`config.mk`:
```
export PLATFORM = sky130hd
export DESIGN_NAME = ofdm_subcarrier_symbol_mapper
export DESIGN_NICKNAME = d
export VERILOG_FILES = /design/src/hw/rtl/osm_pkg.sv /design/src/hw/rtl/osm_ref_store.sv /design/src/hw/rtl/osm_point_map.sv /design/src/hw/rtl/ofdm_subcarrier_symbol_mapper.sv
export VERILOG_INCLUDE_DIRS = /design/src /design/src/hw/rtl
export SDC_FILE = /design/constraint.sdc
export NUM_CORES = 1
export LEC_CHECK = 0
export ABC_AREA = 1
export BUFFER_PORTS_ARGS = -buffer_cell sky130_fd_sc_hd__clkbuf_2
export CORE_MARGIN = 4
export CORE_UTILIZATION = 60
export CTS_CLUSTER_DIAMETER = 100
export DETAILED_ROUTE_END_ITERATION = 10
export PLACE_DENSITY = 0.78
export SLEW_MARGIN = 0
export SYNTH_ARGS = -nofsm -noshare
export SYNTH_HDL_FRONTEND = slang
export SYNTH_SLANG_ARGS = --single-unit
```
`constraint.sdc`:
```
create_clock -name clk -period 6 [get_ports clk]
set_clock_uncertainty 0.1 [all_clocks]
set_input_delay 0.6 -clock clk [delete_from_list [all_inputs] [get_ports clk]]
set_output_delay 0.6 -clock clk [all_outputs]
set_load 0.1 [all_outputs]
```
`src/hw/rtl/ofdm_subcarrier_symbol_mapper_defines.svh`:
```
// ----------------------------------------------------------------------------
// OFDM subcarrier symbol mapper - assertion macros
// Shared concurrent assertion forms used by the mapper RTL.
// ----------------------------------------------------------------------------
`ifndef OFDM_SUBCARRIER_SYMBOL_MAPPER_DEFINES_SVH
`define OFDM_SUBCARRIER_SYMBOL_MAPPER_DEFINES_SVH

// Check a property on every rising edge outside reset.
`define OSM_ASSERT(lbl, clk, rst_n, prop, msg) \
    lbl: assert property (@(posedge clk) disable iff (!rst_n) prop) else $error(msg);

// Check that a condition never holds outside reset.
`define OSM_ASSERT_NEVER(lbl, clk, rst_n, cond, msg) \
    lbl: assert property (@(posedge clk) disable iff (!rst_n) !(cond)) else $error(msg);

`endif

```
`src/hw/rtl/osm_pkg.sv`:
```
// ----------------------------------------------------------------------------
// osm_pkg
// Types, codes and constellation tables of the OFDM subcarrier symbol mapper.
// ----------------------------------------------------------------------------
`timescale 1ns / 1ps

package osm_pkg;

    localparam int CARRIER_W = 6;
    localparam int REF_DEPTH = 64;
    localparam int PHASE_W   = 4;
    localparam int SAMPLE_W  = 16;
    localparam int MOD_W     = 4;
    localparam int MODE_W    = 2;
    localparam int BITS_W    = 8;

    // Modulation register codes
    localparam logic [MOD_W-1:0] MOD_BPSK   = 4'd0;
    localparam logic [MOD_W-1:0] MOD_QPSK   = 4'd1;
    localparam logic [MOD_W-1:0] MOD_8PSK   = 4'd2;
    localparam logic [MOD_W-1:0] MOD_16QAM  = 4'd3;
    localparam logic [MOD_W-1:0] MOD_32QAM  = 4'd4;
    localparam logic [MOD_W-1:0] MOD_64QAM  = 4'd5;
    localparam logic [MOD_W-1:0] MOD_256QAM = 4'd6;
    localparam logic [MOD_W-1:0] MOD_DBPSK  = 4'd7;
    localparam logic [MOD_W-1:0] MOD_DQPSK  = 4'd8;
    localparam logic [MOD_W-1:0] MOD_D8PSK  = 4'd9;

    // Item mode codes
    localparam logic [MODE_W-1:0] MODE_MAP     = 2'd0;
    localparam logic [MODE_W-1:0] MODE_PAD     = 2'd1;
    localparam logic [MODE_W-1:0] MODE_RESTART = 2'd2;

    // Offset that turns a cosine step into the matching sine step
    localparam logic [PHASE_W-1:0] SIN_OFFSET = 4'd12;

    typedef logic signed [SAMPLE_W-1:0] sample_t;

    // Reference phase write-back request
    typedef struct packed {
        logic                 en;
        logic [CARRIER_W-1:0] addr;
        logic [PHASE_W-1:0]   phase;
    } ref_wr_t;

    // Cosine of step * 22.5 degrees in Q2.14
    function automatic sample_t unit_cos(input logic [PHASE_W-1:0] step);
        sample_t v;
        case (step)
            4'd0:    v = 16'sd16384;
            4'd1:    v = 16'sd15137;
            4'd2:    v = 16'sd11585;
            4'd3:    v = 16'sd6270;
            4'd4:    v = 16'sd0;
            4'd5:    v = -16'sd6270;
            4'd6:    v = -16'sd11585;
            4'd7:    v = -16'sd15137;
            4'd8:    v = -16'sd16384;
            4'd9:    v = -16'sd15137;
            4'd10:   v = -16'sd11585;
            4'd11:   v = -16'sd6270;
            4'd12:   v = 16'sd0;
            4'd13:   v = 16'sd6270;
            4'd14:   v = 16'sd11585;
            default: v = 16'sd15137;
        endcase
        return v;
    endfunction

    // Gray index of the 8PSK phase
    function automatic logic [2:0] psk8_index(input logic [2:0] b);
        logic [2:0] v;
        case (b)
            3'd0:    v = 3'd0;
            3'd1:    v = 3'd1;
            3'd2:    v = 3'd3;
            3'd3:    v = 3'd2;
            3'd4:    v = 3'd7;
            3'd5:    v = 3'd6;
            3'd6:    v = 3'd4;
            default: v = 3'd5;
        endcase
        return v;
    endfunction

    function automatic sample_t lev16(input logic [1:0] b);
        sample_t v;
        case (b)
            2'd0:    v = -16'sd15543;
            2'd1:    v = -16'sd5181;
            2'd2:    v = 16'sd15543;
            default: v = 16'sd5181;
        endcase
        return v;
    endfunction

    function automatic sample_t lev32_i(input logic [1:0] b);
        sample_t v;
        case (b)
            2'd0:    v = -16'sd9640;
            2'd1:    v = -16'sd3213;
            2'd2:    v = 16'sd9640;
            default: v = 16'sd3213;
        endcase
        return v;
    endfunction

    function automatic sample_t lev32_q(input logic [2:0] b);
        sample_t v;
        case (b)
            3'd0:    v = -16'sd22492;
            3'd1:    v = -16'sd16066;
            3'd2:    v = -16'sd3213;
            3'd3:    v = -16'sd9640;
            3'd4:    v = 16'sd22492;
            3'd5:    v = 16'sd16066;
            3'd6:    v = 16'sd3213;
            default: v = 16'sd9640;
        endcase
        return v;
    endfunction

    function automatic sample_t lev64(input logic [2:0] b);
        sample_t v;
        case (b)
            3'd0:    v = -16'sd17697;
            3'd1:    v = -16'sd12641;
            3'd2:    v = -16'sd2528;
            3'd3:    v = -16'sd7584;
            3'd4:    v = 16'sd17697;
            3'd5:    v = 16'sd12641;
            3'd6:    v = 16'sd2528;
            default: v = 16'sd7584;
        endcase
        return v;
    endfunction

    function automatic sample_t lev256(input logic [3:0] b);
        sample_t v;
        case (b)
            4'd0:    v = -16'sd15864;
            4'd1:    v = -16'sd13749;
            4'd2:    v = -16'sd9518;
            4'd3:    v = -16'sd11633;
            4'd4:    v = -16'sd1058;
            4'd5:    v = -16'sd3173;
            4'd6:    v = -16'sd7403;
            4'd7:    v = -16'sd5288;
            4'd8:    v = 16'sd15864;
            4'd9:    v = 16'sd13749;
            4'd10:   v = 16'sd9518;
            4'd11:   v = 16'sd11633;
            4'd12:   v = 16'sd1058;
            4'd13:   v = 16'sd3173;
            4'd14:   v = 16'sd7403;
            default: v = 16'sd5288;
        endcase
        return v;
    endfunction

endpackage

```
`src/hw/rtl/osm_ref_store.sv`:
```
// ----------------------------------------------------------------------------
// osm_ref_store
// Per-carrier reference phase memory with valid bits and write forwarding.
// ----------------------------------------------------------------------------
`timescale 1ns / 1ps

`include "ofdm_subcarrier_symbol_mapper_defines.svh"

module osm_ref_store
(
    input  logic                             clk,
    input  logic                             rst_n,
    input  logic                             rd_en,
    input  logic [osm_pkg::CARRIER_W-1:0]    rd_addr,
    input  logic [osm_pkg::CARRIER_W-1:0]    cur_addr,
    input  osm_pkg::ref_wr_t                 wr,
    input  logic                             clear,
    output logic [osm_pkg::PHASE_W-1:0]      ref_phase
);

    logic [osm_pkg::PHASE_W-1:0]   mem [osm_pkg::REF_DEPTH];
    logic [osm_pkg::PHASE_W-1:0]   rd_data_reg;
    logic [osm_pkg::REF_DEPTH-1:0] valid_reg;
    logic [osm_pkg::REF_DEPTH-1:0] valid_next;
    logic                          fwd_valid_reg;
    logic [osm_pkg::CARRIER_W-1:0] fwd_addr_reg;
    logic [osm_pkg::PHASE_W-1:0]   fwd_phase_reg;
    logic                          fwd_hit;

    // Write back the updated phase, read the next carrier's phase
    always_ff @(posedge clk)
    begin
        if (wr.en)
        begin
            mem[wr.addr] <= wr.phase;
        end
        if (rd_en)
        begin
            rd_data_reg <= mem[rd_addr];
        end
    end

    // Mark written entries, drop all marks on restart
    always_comb
    begin
        valid_next = valid_reg;
        if (clear)
        begin
            valid_next = '0;
        end
        else if (wr.en)
        begin
            valid_next[wr.addr] = 1'b1;
        end
    end

    // Capture the write that lands on the same edge as the read
    always_ff @(posedge clk or negedge rst_n)
    begin
        if (!rst_n)
        begin
            valid_reg     <= '0;
            fwd_valid_reg <= 1'b0;
        end
        else
        begin
            valid_reg <= valid_next;
            if (rd_en)
            begin
                fwd_valid_reg <= wr.en;
            end
        end
    end

    always_ff @(posedge clk)
    begin
        if (rd_en)
        begin
            fwd_addr_reg  <= wr.addr;
            fwd_phase_reg <= wr.phase;
        end
    end

    // Select forwarded, stored or zero phase
    assign fwd_hit = fwd_valid_reg && (fwd_addr_reg == cur_addr);

    always_comb
    begin
        if (fwd_hit)
        begin
            ref_phase = fwd_phase_reg;
        end
        else if (valid_reg[cur_addr])
        begin
            ref_phase = rd_data_reg;
        end
        else
        begin
            ref_phase = '0;
        end
    end

    `OSM_ASSERT(a_clear_empties, clk, rst_n, clear |=> (valid_reg == '0),
        "restart left a reference marked valid")
    `OSM_ASSERT(a_write_marks, clk, rst_n, wr.en |=> valid_reg[$past(wr.addr)],
        "written reference not marked valid")
    `OSM_ASSERT_NEVER(a_clear_and_write, clk, rst_n, clear && wr.en,
        "restart and phase write in the same cycle")

endmodule

```
`src/hw/rtl/osm_point_map.sv`:
```
// ----------------------------------------------------------------------------
// osm_point_map
// Turns one bit group into an I/Q point, coherent or differential.
// ----------------------------------------------------------------------------
`timescale 1ns / 1ps

module osm_point_map
(
    input  logic [osm_pkg::MOD_W-1:0]    modulation,
    input  logic                         do_map,
    input  logic [osm_pkg::BITS_W-1:0]   bits,
    input  logic [osm_pkg::PHASE_W-1:0]  ref_phase,
    output osm_pkg::sample_t             point_i,
    output osm_pkg::sample_t             point_q,
    output logic                         phase_wr,
    output logic [osm_pkg::PHASE_W-1:0]  new_phase
);

    logic                        diff_mod;
    logic [osm_pkg::PHASE_W-1:0] rot;
    logic [osm_pkg::PHASE_W-1:0] psk_step;
    osm_pkg::sample_t            coh_i;
    osm_pkg::sample_t            coh_q;

    assign diff_mod = (modulation == osm_pkg::MOD_DBPSK) ||
                      (modulation == osm_pkg::MOD_DQPSK) ||
                      (modulation == osm_pkg::MOD_D8PSK);

    assign psk_step = {osm_pkg::psk8_index(bits[2:0]), 1'b1};

    // Pick the differential rotation
    always_comb
    begin
        case (modulation)
            osm_pkg::MOD_DBPSK: rot = bits[0] ? 4'd8 : 4'd0;
            osm_pkg::MOD_DQPSK: rot = {bits[1:0], 2'b00};
            default:            rot = psk_step;
        endcase
    end

    assign new_phase = ref_phase + rot;
    assign phase_wr  = do_map && diff_mod;

    // Coherent constellations
    always_comb
    begin
        case (modulation)
            osm_pkg::MOD_BPSK:
            begin
                coh_i = bits[0] ? 16'sd16384 : -16'sd16384;
                coh_q = 16'sd0;
            end
            osm_pkg::MOD_8PSK:
            begin
                coh_i = osm_pkg::unit_cos(psk_step);
                coh_q = osm_pkg::unit_cos(psk_step + osm_pkg::SIN_OFFSET);
            end
            osm_pkg::MOD_16QAM:
            begin
                coh_i = osm_pkg::lev16(bits[3:2]);
                coh_q = osm_pkg::lev16(bits[1:0]);
            end
            osm_pkg::MOD_32QAM:
            begin
                coh_i = osm_pkg::lev32_i(bits[1:0]);
                coh_q = osm_pkg::lev32_q(bits[4:2]);
            end
            osm_pkg::MOD_64QAM:
            begin
                coh_i = osm_pkg::lev64(bits[5:3]);
                coh_q = osm_pkg::lev64(bits[2:0]);
            end
            osm_pkg::MOD_256QAM:
            begin
                coh_i = osm_pkg::lev256(bits[7:4]);
                coh_q = osm_pkg::lev256(bits[3:0]);
            end
            default:
            begin
                coh_i = bits[1] ? 16'sd11585 : -16'sd11585;
                coh_q = bits[0] ? 16'sd11585 : -16'sd11585;
            end
        endcase
    end

    // Choose differential, coherent or zero point
    always_comb
    begin
        if (!do_map)
        begin
            point_i = '0;
            point_q = '0;
        end
        else if (diff_mod)
        begin
            point_i = osm_pkg::unit_cos(new_phase);
            point_q = osm_pkg::unit_cos(new_phase + osm_pkg::SIN_OFFSET);
        end
        else
        begin
            point_i = coh_i;
            point_q = coh_q;
        end
    end

endmodule

```
`src/hw/rtl/ofdm_subcarrier_symbol_mapper.sv`:
```
// ----------------------------------------------------------------------------
// ofdm_subcarrier_symbol_mapper
// Maps subcarrier bit groups to Q2.14 I/Q points, with per-carrier
// differential PSK references held in a synchronous memory.
//
//   channel  | direction | handshake           | beat
//   item     | in        | item_valid/stall    | mode, carrier, group_bits, last
//   point    | out       | point_valid/stall   | in_phase, quadrature, carrier, end
//   cfg      | in        | cfg_valid/ready     | cfg_data -> modulation
//
// One beat per clock sustained while point_stall is low. The accept edge reads
// the carrier's reference and loads the stage; the output register then loads
// from the stage once it is not held by point_stall, and drives point_valid.
// The stage takes its reference from the memory read plus a one-entry forward.
// Reset clears all references at once through per-carrier valid bits; the
// block takes items in the first cycle after reset.
// point_stall holds the output register and, with a full stage, the input.
// ----------------------------------------------------------------------------
`timescale 1ns / 1ps

`include "ofdm_subcarrier_symbol_mapper_defines.svh"

module ofdm_subcarrier_symbol_mapper
#(
    parameter int ACTIVE_CARRIERS = 64
)
(
    input  logic                             clk,
    input  logic                             rst_n,
    input  logic                             cfg_valid,
    output logic                             cfg_ready,
    input  logic [osm_pkg::MOD_W-1:0]        cfg_data,
    input  logic                             item_valid,
    output logic                             item_stall,
    input  logic [osm_pkg::MODE_W-1:0]       mode,
    input  logic [osm_pkg::CARRIER_W-1:0]    carrier,
    input  logic [osm_pkg::BITS_W-1:0]       group_bits,
    input  logic                             last_in_symbol,
    output logic                             point_valid,
    input  logic                             point_stall,
    output logic signed [osm_pkg::SAMPLE_W-1:0] in_phase,
    output logic signed [osm_pkg::SAMPLE_W-1:0] quadrature,
    output logic [osm_pkg::CARRIER_W-1:0]    out_carrier,
    output logic                             symbol_end
);

    logic [osm_pkg::MOD_W-1:0]     modulation_reg;
    logic                          s1_valid_reg;
    logic [osm_pkg::MODE_W-1:0]    s1_mode_reg;
    logic [osm_pkg::CARRIER_W-1:0] s1_carrier_reg;
    logic [osm_pkg::BITS_W-1:0]    s1_bits_reg;
    logic                          s1_last_reg;
    logic                          point_valid_reg;
    logic                          point_valid_next;
    osm_pkg::sample_t              in_phase_reg;
    osm_pkg::sample_t              quadrature_reg;
    logic [osm_pkg::CARRIER_W-1:0] out_carrier_reg;
    logic                          symbol_end_reg;

    logic                          item_load;
    logic                          s1_has_res;
    logic                          s1_adv;
    logic                          point_load;
    logic                          in_range;
    logic                          do_map;
    logic [osm_pkg::PHASE_W-1:0]   ref_phase;
    logic [osm_pkg::PHASE_W-1:0]   new_phase;
    logic                          phase_wr;
    osm_pkg::sample_t              map_i;
    osm_pkg::sample_t              map_q;
    osm_pkg::ref_wr_t              ref_wr;
    logic                          ref_clear;

    // Configuration register, always ready
    assign cfg_ready = 1'b1;

    always_ff @(posedge clk or negedge rst_n)
    begin
        if (!rst_n)
        begin
            modulation_reg <= osm_pkg::MOD_QPSK;
        end
        else if (cfg_valid && cfg_ready)
        begin
            modulation_reg <= cfg_data;
        end
    end

    // Stage and output handshake
    assign s1_has_res = (s1_mode_reg == osm_pkg::MODE_MAP) ||
                        (s1_mode_reg == osm_pkg::MODE_PAD);
    assign s1_adv     = s1_valid_reg &&
                        (!s1_has_res || !point_valid_reg || !point_stall);
    assign point_load = s1_adv && s1_has_res;
    assign item_stall = s1_valid_reg && !s1_adv;
    assign item_load  = item_valid && !item_stall;

    assign point_valid_next = point_load || (point_valid_reg && point_stall);

    // Hold control state
    always_ff @(posedge clk or negedge rst_n)
    begin
        if (!rst_n)
        begin
            s1_valid_reg    <= 1'b0;
            point_valid_reg <= 1'b0;
        end
        else
        begin
            if (item_load)
            begin
                s1_valid_reg <= 1'b1;
            end
            else if (s1_adv)
            begin
                s1_valid_reg <= 1'b0;
            end
            point_valid_reg <= point_valid_next;
        end
    end

    // Advance payload through the stage and the output register
    always_ff @(posedge clk)
    begin
        if (item_load)
        begin
            s1_mode_reg    <= mode;
            s1_carrier_reg <= carrier;
            s1_bits_reg    <= group_bits;
            s1_last_reg    <= last_in_symbol;
        end
        if (point_load)
        begin
            in_phase_reg    <= map_i;
            quadrature_reg  <= map_q;
            out_carrier_reg <= s1_carrier_reg;
            symbol_end_reg  <= s1_last_reg;
        end
    end

    // Carriers past the configured count act as pads
    assign in_range = int'(s1_carrier_reg) < ACTIVE_CARRIERS;
    assign do_map   = (s1_mode_reg == osm_pkg::MODE_MAP) && in_range;

    assign ref_wr.en    = s1_adv && phase_wr;
    assign ref_wr.addr  = s1_carrier_reg;
    assign ref_wr.phase = new_phase;
    assign ref_clear    = s1_adv && (s1_mode_reg == osm_pkg::MODE_RESTART);

    osm_ref_store u_ref_store
    (
        .clk       (clk),
        .rst_n     (rst_n),
        .rd_en     (item_load),
        .rd_addr   (carrier),
        .cur_addr  (s1_carrier_reg),
        .wr        (ref_wr),
        .clear     (ref_clear),
        .ref_phase (ref_phase)
    );

    osm_point_map u_point_map
    (
        .modulation (modulation_reg),
        .do_map     (do_map),
        .bits       (s1_bits_reg),
        .ref_phase  (ref_phase),
        .point_i    (map_i),
        .point_q    (map_q),
        .phase_wr   (phase_wr),
        .new_phase  (new_phase)
    );

    assign point_valid = point_valid_reg;
    assign in_phase    = in_phase_reg;
    assign quadrature  = quadrature_reg;
    assign out_carrier = out_carrier_reg;
    assign symbol_end  = symbol_end_reg;

    `OSM_ASSERT(a_result_loads, clk, rst_n, point_load |=> point_valid,
        "mapped beat did not reach the output register")
    `OSM_ASSERT(a_stall_cause, clk, rst_n,
        item_stall |-> (s1_valid_reg && point_valid_reg && point_stall),
        "input stalled without a blocked output")
    `OSM_ASSERT_NEVER(a_write_needs_map, clk, rst_n, ref_wr.en && !do_map,
        "reference written by a beat that is not mapped")

endmodule
```
==> results.toml, run 1 <==
[cts]
cts_setup_buffers = 0
cts-root-buf = "clkbuf_16"
cts-htree-levels = 2
cts.path.max_buffers = 3
numCtsBuffers = 43
cts_hold_buf = 0
path_clk_slew_ns = 0.06
tritoncts = "done"
cts_sinks = 417
clk_latency_ns = 0.54
post_cts_resized = 0

[placement]
gp_congestion = 1.002
place_inst = 2304
post_dp_cell_area_um2 = 19620
dp_hpwl_um = 33910
port_buffers = 66

[yosys]
ys_async_sr_fraction = 0.1703
synth.distinct_cells = 57
yosys-top-cells-area = "edfxtp_1, dfrtp_1, nor2_1, o21ai_0, nand2_1"
syn_inst = 1916
synth-edff-count = 326
ys_warn_count = 0
synth_largest_area_cell = "edfxtp_1"
syn_avg_cell_area_um2 = 9.929
ys_ff_latch = 417
ys.flop_type = "edfxtp_1"
synthesis.nets = 1974
syn-cell-area_um2 = 19020
yosysSeqAreaShare = 0.6291
yosys.area.top_type_share = 0.5146

[timing]
period_minus_slack_ns = 4.957
timing.final.crit_share = 0.8261
final_max_slew_viol_count = 0
slew-limit-headroom = 0.3072
tightest_slew_ns = 1.037
fmax_ghz = 0.2017
fin_setup_tns_ns = 0
hold_violations = 0
grt_setup_unrepaired = "false"
setup_viol = 0

[global_routing]
grt_max_degree = 99
first_global_vias = 13720
grt_pass1_wl_um = 79820
grt_remaining_overflow = 0
grt_util_all_layers = 0.3010
antenna_found_initial = 0

[drt]
route.vias.total = 14680
drcViolationCount = 0
wire_per_inst_um = 21.83
drt_iter0_drc = 2007
ant_nets = 0
maxUsedRoutingLayer = "met4"
routed_wl_um = 52050
wl_met2_um = 23010
wl_met3_um = 5230
wl_met1_um = 22430
first_pass_iters = 6
viasPerCell = 6.156

[die]
die-area_um2 = 34620
initial_core_util = 0.6155
row_count = 64
core-area_um2 = 30910
die_height_um = 186.1
die_x_um = 186.1
num_io_pins = 68

[critical_path]
critPathRequiredTime_ns = 6.15
critical_path_class = "flip-flop to flip-flop"
crit_fanout = 72
slowest_stage = "edfxtp_1"
r2r_cells = 23
cp-endpoint = "quadrature[4]"
r2r_slack_ns = 1.04
cp-startpoint = "s1_carrier_reg[1]"
r2r-start = "s1_carrier_reg[1]"
critPathCaptureType = "flip-flop"
crit_path_frequent_cell = "nand2_1"
critPathLaunchType = "flip-flop"
max_stage_delay_ns = 0.74
r2r_end = "quadrature[4]"
cp.arrival_ns = 5.11
crit_chain = "inv_2, nor2_1, o211ai_1, nand2_1, o21ai_1, nand2_1, nor2_1, nand2_2, nand3_1, nand2_1, ha_2, inv_1, fa_1, or2_2, nand2_1, inv_2, buf_4, nand2_1, o21ai_0, inv_1, nand3_1, nand3_1, a21oi_1"

[final_layout]
final_cells = 2384
largest_reg_flops = 256
finalNetCount = 2011
drive_gt1_frac = 0.09210
syn2layout_area_growth_pct = 10.86
finalInstanceArea_um2 = 21090

[pwr]
vdd_drop_max_mv = 0.2924
fin_total_pwr_w = 0.007142
leakage_nw = 8.270
p_per_area_nw_per_um2 = 338.6

[flow_run]
maxCapViolations = 0

[run_status]
outcome = "finished clean"

[worst_hold_path]
min_path_type = "input pin to asynchronous set/reset pin"
## how the worst min path moves through the flow
stage           startpoint           endpoint  slack (ns)  cells after the start
2_1_floorplan        rst_n  modulation_reg[1]        0.20                      0
5_1_grt            mode[0]     s1_mode_reg[0]        0.14                      1
6_report             rst_n        point_valid        0.11                      1
3_5_place_dp   s1_last_reg         symbol_end        0.33                      0
4_1_cts            mode[0]     s1_mode_reg[0]        0.13                      1
3_3_place_gp   s1_last_reg         symbol_end        0.31                      0
## metal layers
layer | track usage | vias up
met4 | 0.07899 | 0
met5 | 0 | -
met2 | 0.4482 | 820
met1 | 0.4631 | 7087
met3 | 0.05491 | 105
li1 | - | 6664
## cell type report
type / count / area [µm²]
sequential: 417 / 11970
clock buffer: 54 / 1179
clock inverter: 25 / 290.3
multi-input combinational: 1255 / 6123
fill: 2292 / 9819
antenna: 1 / 2.502
timing repair buffer: 78 / 437.9
inverter: 158 / 594.3
tap: 396 / 495.5
## power by group
part | internal, W | switching, W
Combinational | 0.000215 | 0.000810
Sequential | 0.00332 | 0.0000402
Clock | 0.00165 | 0.00110
Total | 0.00519 | 0.00195
## synthesized netlist by cell type, types with 14 or more instances
cell type,n
nand3_1,52
a21oi_1,54
nor2_1,433
dfxtp_1,20
dfrtp_1,70
ha_1,31
o22ai_1,68
o21ai_1,14
o21ai_0,209
inv_1,150
nand2_1,262
o211ai_1,17
clkbuf_1,69
edfxtp_1,326
## critical path: cells and delay by family, from the launching register on
kind | cells | cell delay (ns)
and+or+nand+nor | 12 | 2.01
buffers and inverters | 5 | 0.82
DFF | 1 | 0.74
AOI/OAI and AO/OA | 4 | 0.45
adders and majority gates | 2 | 0.54
## cells by family after synthesis
kind of cell / after synthesis / synth area share
adder cells (fa/ha/maj): 32 / 0.02144
XOR/XNOR: 10 / 0.004604
other: 1 / 0.0001971
multiplexers: 1 / 0.0005919
flip-flops: 417 / 0.6291
buffers and inverters: 244 / 0.05044
AND/OR/NAND/NOR: 787 / 0.1646
AO/OA/AOI/OAI: 424 / 0.1290
## cells in the final DEF (no fill, tap or decap), types with 4 or more instances in the layout
master,count
xor2_1,7
o211ai_1,17
inv_1,148
o21ba_2,4
nor3_1,10
nand2_1,262
nand2_2,4
dfxtp_1,20
a31oi_1,9
ha_1,30
clkbuf_16,44
nor2_1,432
o21ai_0,209
inv_2,5
a21oi_1,53
o2111ai_1,4
o31ai_1,6
clkinv_1,11
dfrtp_1,70
clkinv_2,7
buf_4,13
clkbuf_1,6
clkbuf_2,64
o22ai_1,68
nand3_1,52
or2_2,9
o41ai_1,10
o21ai_1,14
clkbuf_8,4
edfxtp_1,326
bufinv_16,6
o221ai_1,10
## stage by stage
step | util | hold WS, ns | worst slack, ns
global placement | 0.6347 | 0.3150 | 1.275
global route | 0.6822 | 0.1392 | 0.5690
finish | 0.6823 | 0.1134 | 1.043
floorplan | - | 0.2044 | 1.358
CTS | 0.6822 | 0.1296 | 1.098
detailed placement | 0.6347 | 0.3282 | 1.114
Note: power is estimated with default switching activity, not from simulation.
==> run 2, diff against run 1 <==
- ABC_AREA: 1 -> 0
- clock period: 6 -> 5 ns (I/O delays scaled with it)
==> results.toml, run 2 <==
[timing]
setup_viol = 0
hold_violations = 2
fmax_ghz = 0.2100
holdWs_ns = -0.0009147
setup_ws_ns = 0.2388
final_max_slew_viol_count = 0
fin_setup_tns_ns = 0
timing.final.crit_share = 0.9522
slew-limit-headroom = 0.2895
grt_setup_unrepaired = "false"
tightest_slew_ns = 1.065
period_minus_slack_ns = 4.761

[final_layout]
layout_common_cells = "edfxtp_1, nor2_1, mux4_2"
finalNetCount = 1392
drive_gt1_frac = 0.2091
syn2layout_area_growth_pct = 11.66
num-fill-cells = 2083
largest_reg_flops = 256
diodes = 0
final_common_cell = "edfxtp_1"

[drt]
drcViolationCount = 0
ant_nets = 0
first_pass_iters = 7
routed_wl_um = 46700
viasPerCell = 6.668
drt_iter0_drc = 1484
wire_per_inst_um = 26.47
route.vias.total = 11760

[yosys]
yosys-top-cells-area = "edfxtp_1, mux4_2, dfrtp_1, nor2_1, dfxtp_1"
ys_async_sr_fraction = 0.1703
synth-edff-count = 326
syn-cell-area_um2 = 18560
yosysMostFrequentCell = "edfxtp_1"
ys_warn_count = 0
synth_common_cells = "edfxtp_1, nor2_1, mux4_2"
synth_largest_area_cell = "edfxtp_1"
yosysSeqAreaShare = 0.6449
ys_ff_latch = 417
syn_inst = 1260
yosys.area.top_type_share = 0.5275
synthesis.nets = 1318
ys.flop_type = "edfxtp_1"
synth.distinct_cells = 80
syn_avg_cell_area_um2 = 14.73

[global_routing]
grt_remaining_overflow = 0
grt_max_degree = 72
grt_pass1_wl_um = 71670
grt_util_all_layers = 0.2797
antenna_found_initial = 1
first_global_vias = 11440

[critical_path]
crit_chain = "buf_4, mux4_2, mux2i_1, o22a_1, o211ai_1, nor4_1, nor2_1, a22o_1, ha_1, a21o_1, a21oi_1, xnor2_1, nand3_2, nand2_8, mux2i_1, a21bo_2"
critPathCaptureType = "flip-flop"
cp.arrival_ns = 4.96
max_stage_delay_ns = 0.52
critical_path_class = "flip-flop to flip-flop"
slowest_stage = "edfxtp_1"
critPathLaunchType = "flip-flop"
critPathRequiredTime_ns = 5.19
crit_fanout = 42
crit_path_frequent_cell = "mux2i_1"

[worst_hold_path]
min_path_type = "input pin to asynchronous set/reset pin"

[cts]
cts.path.max_buffers = 3
clk_latency_ns = 0.55
cts_sinks = 417
cts-htree-levels = 2
path_clk_slew_ns = 0.06
cts_hold_buf = 0
tritoncts = "done"
cts_setup_buffers = 0
numCtsBuffers = 42
cts-root-buf = "clkbuf_16"

[placement]
gp_congestion = 0.9838
post-place-ws_ns = 0.3162
port_buffers = 66
dp_hpwl_um = 30920

[pwr]
p_per_area_nw_per_um2 = 394.4
vdd_drop_max_mv = 0.3082
leakage_nw = 7.416

[die]
die_height_um = 183.9
die-area_um2 = 33810
num_io_pins = 68
die_x_um = 183.9
core-area_um2 = 30590
row_count = 64
initial_core_util = 0.6067

[run_status]
outcome = "finished with violations"
violations = "negative hold slack"

[flow_run]
maxCapViolations = 0
==> run 2: cells by family (layout without fill, tap and decap cells) <==
group                    count (synthesis)  after routing  synth area share
buffers and inverters                   91            199           0.02137
XOR/XNOR                                24             24           0.01207
AO/OA/AOI/OAI                          240            240           0.08853
flip-flops                             417            417            0.6449
AND/OR/NAND/NOR                        324            324           0.07902
multiplexers                           131            131            0.1319
other                                    1              1         0.0002021
adder cells (fa/ha/maj)                 32             32           0.02198
==> run 2: power breakdown <==
part	switching, W	leakage [nW]	internal, W	total, W
sequential	0.0000663	4.06	0.00393	0.00400
combinational	0.000758	2.69	0.000310	0.00107
clock	0.00130	0.665	0.00181	0.00311
total	0.00212	7.42	0.00605	0.00817
==> run 2: what timing repair did <==
item,CTS,global route
hold endpoints to repair,0,0
gates resized for setup,0,1
setup endpoints to repair,0,3
==> run 2: stage by stage <==
| stage | total power, W | hold slack, ns | util | cell area (µm²) | cells |
|---|---|---|---|---|---|
| finish | 0.008172 | -0.0009147 | 0.6774 | 20720 | 1764 |
| global route | 0.008443 | 0.03974 | 0.6774 | 20720 | 1764 |
| CTS | 0.008192 | 0.03218 | 0.6773 | 20720 | 1764 |
| detailed placement | 0.005112 | 0.3045 | 0.6322 | 19340 | 1686 |
| global placement | 0.005097 | 0.3062 | 0.6322 | 19340 | 1686 |
| floorplan | 0.004787 | 0.1044 | - | 18560 | 1260 |
==> run 2: cell type report <==
type                    instances  area [µm²]  area share
clock inverters                22       212.7     0.01026
inverters                      27       101.3    0.004891
well taps                     396       495.5     0.02391
flip-flops and latches        417       11970      0.5775
repair buffers                 94       561.8     0.02711
multi-input cells             752        6215      0.2999
clock buffers                  56        1169     0.05639
==> run 2: final timing paths <==
kind                                        start                        end  slack [ns]  cells after the start
worst min register to register        s1_last_reg                 symbol_end        0.32                      0
worst max register to register  s1_carrier_reg[2]                in_phase[2]        0.24                     16
worst min-delay path                        rst_n  u_ref_store.valid_reg[13]     -0.0009                      1
min in group clk                          mode[1]             s1_mode_reg[1]        0.05                      1
worst max-delay path            s1_carrier_reg[2]                in_phase[2]        0.24                     16
max in group asynchronous                   rst_n  u_ref_store.valid_reg[31]        4.13                      1
==> run 2: critical path, delay by kind of cell (launching register included) <==
kind                       cells  cell delay (ns)
xor gates and xnor gates       1             0.22
adders and majority gates      1             0.28
AOI/OAI and AO/OA              6             1.15
buffers and inverters          1             0.34
and+or+nand+nor                4             1.02
muxes                          3             0.86
DFF                            1             0.52
==> run 2: per-layer routing <==
layer	vias up	wire, µm	part of all wire	track usage
li1	5016	-	-	-
met1	5897	18810	0.40	0.4166
met2	737	21920	0.47	0.4302
met3	110	4513	0.097	0.05006
met4	2	1451	0.031	0.08666
met5	-	11	0.00024	0
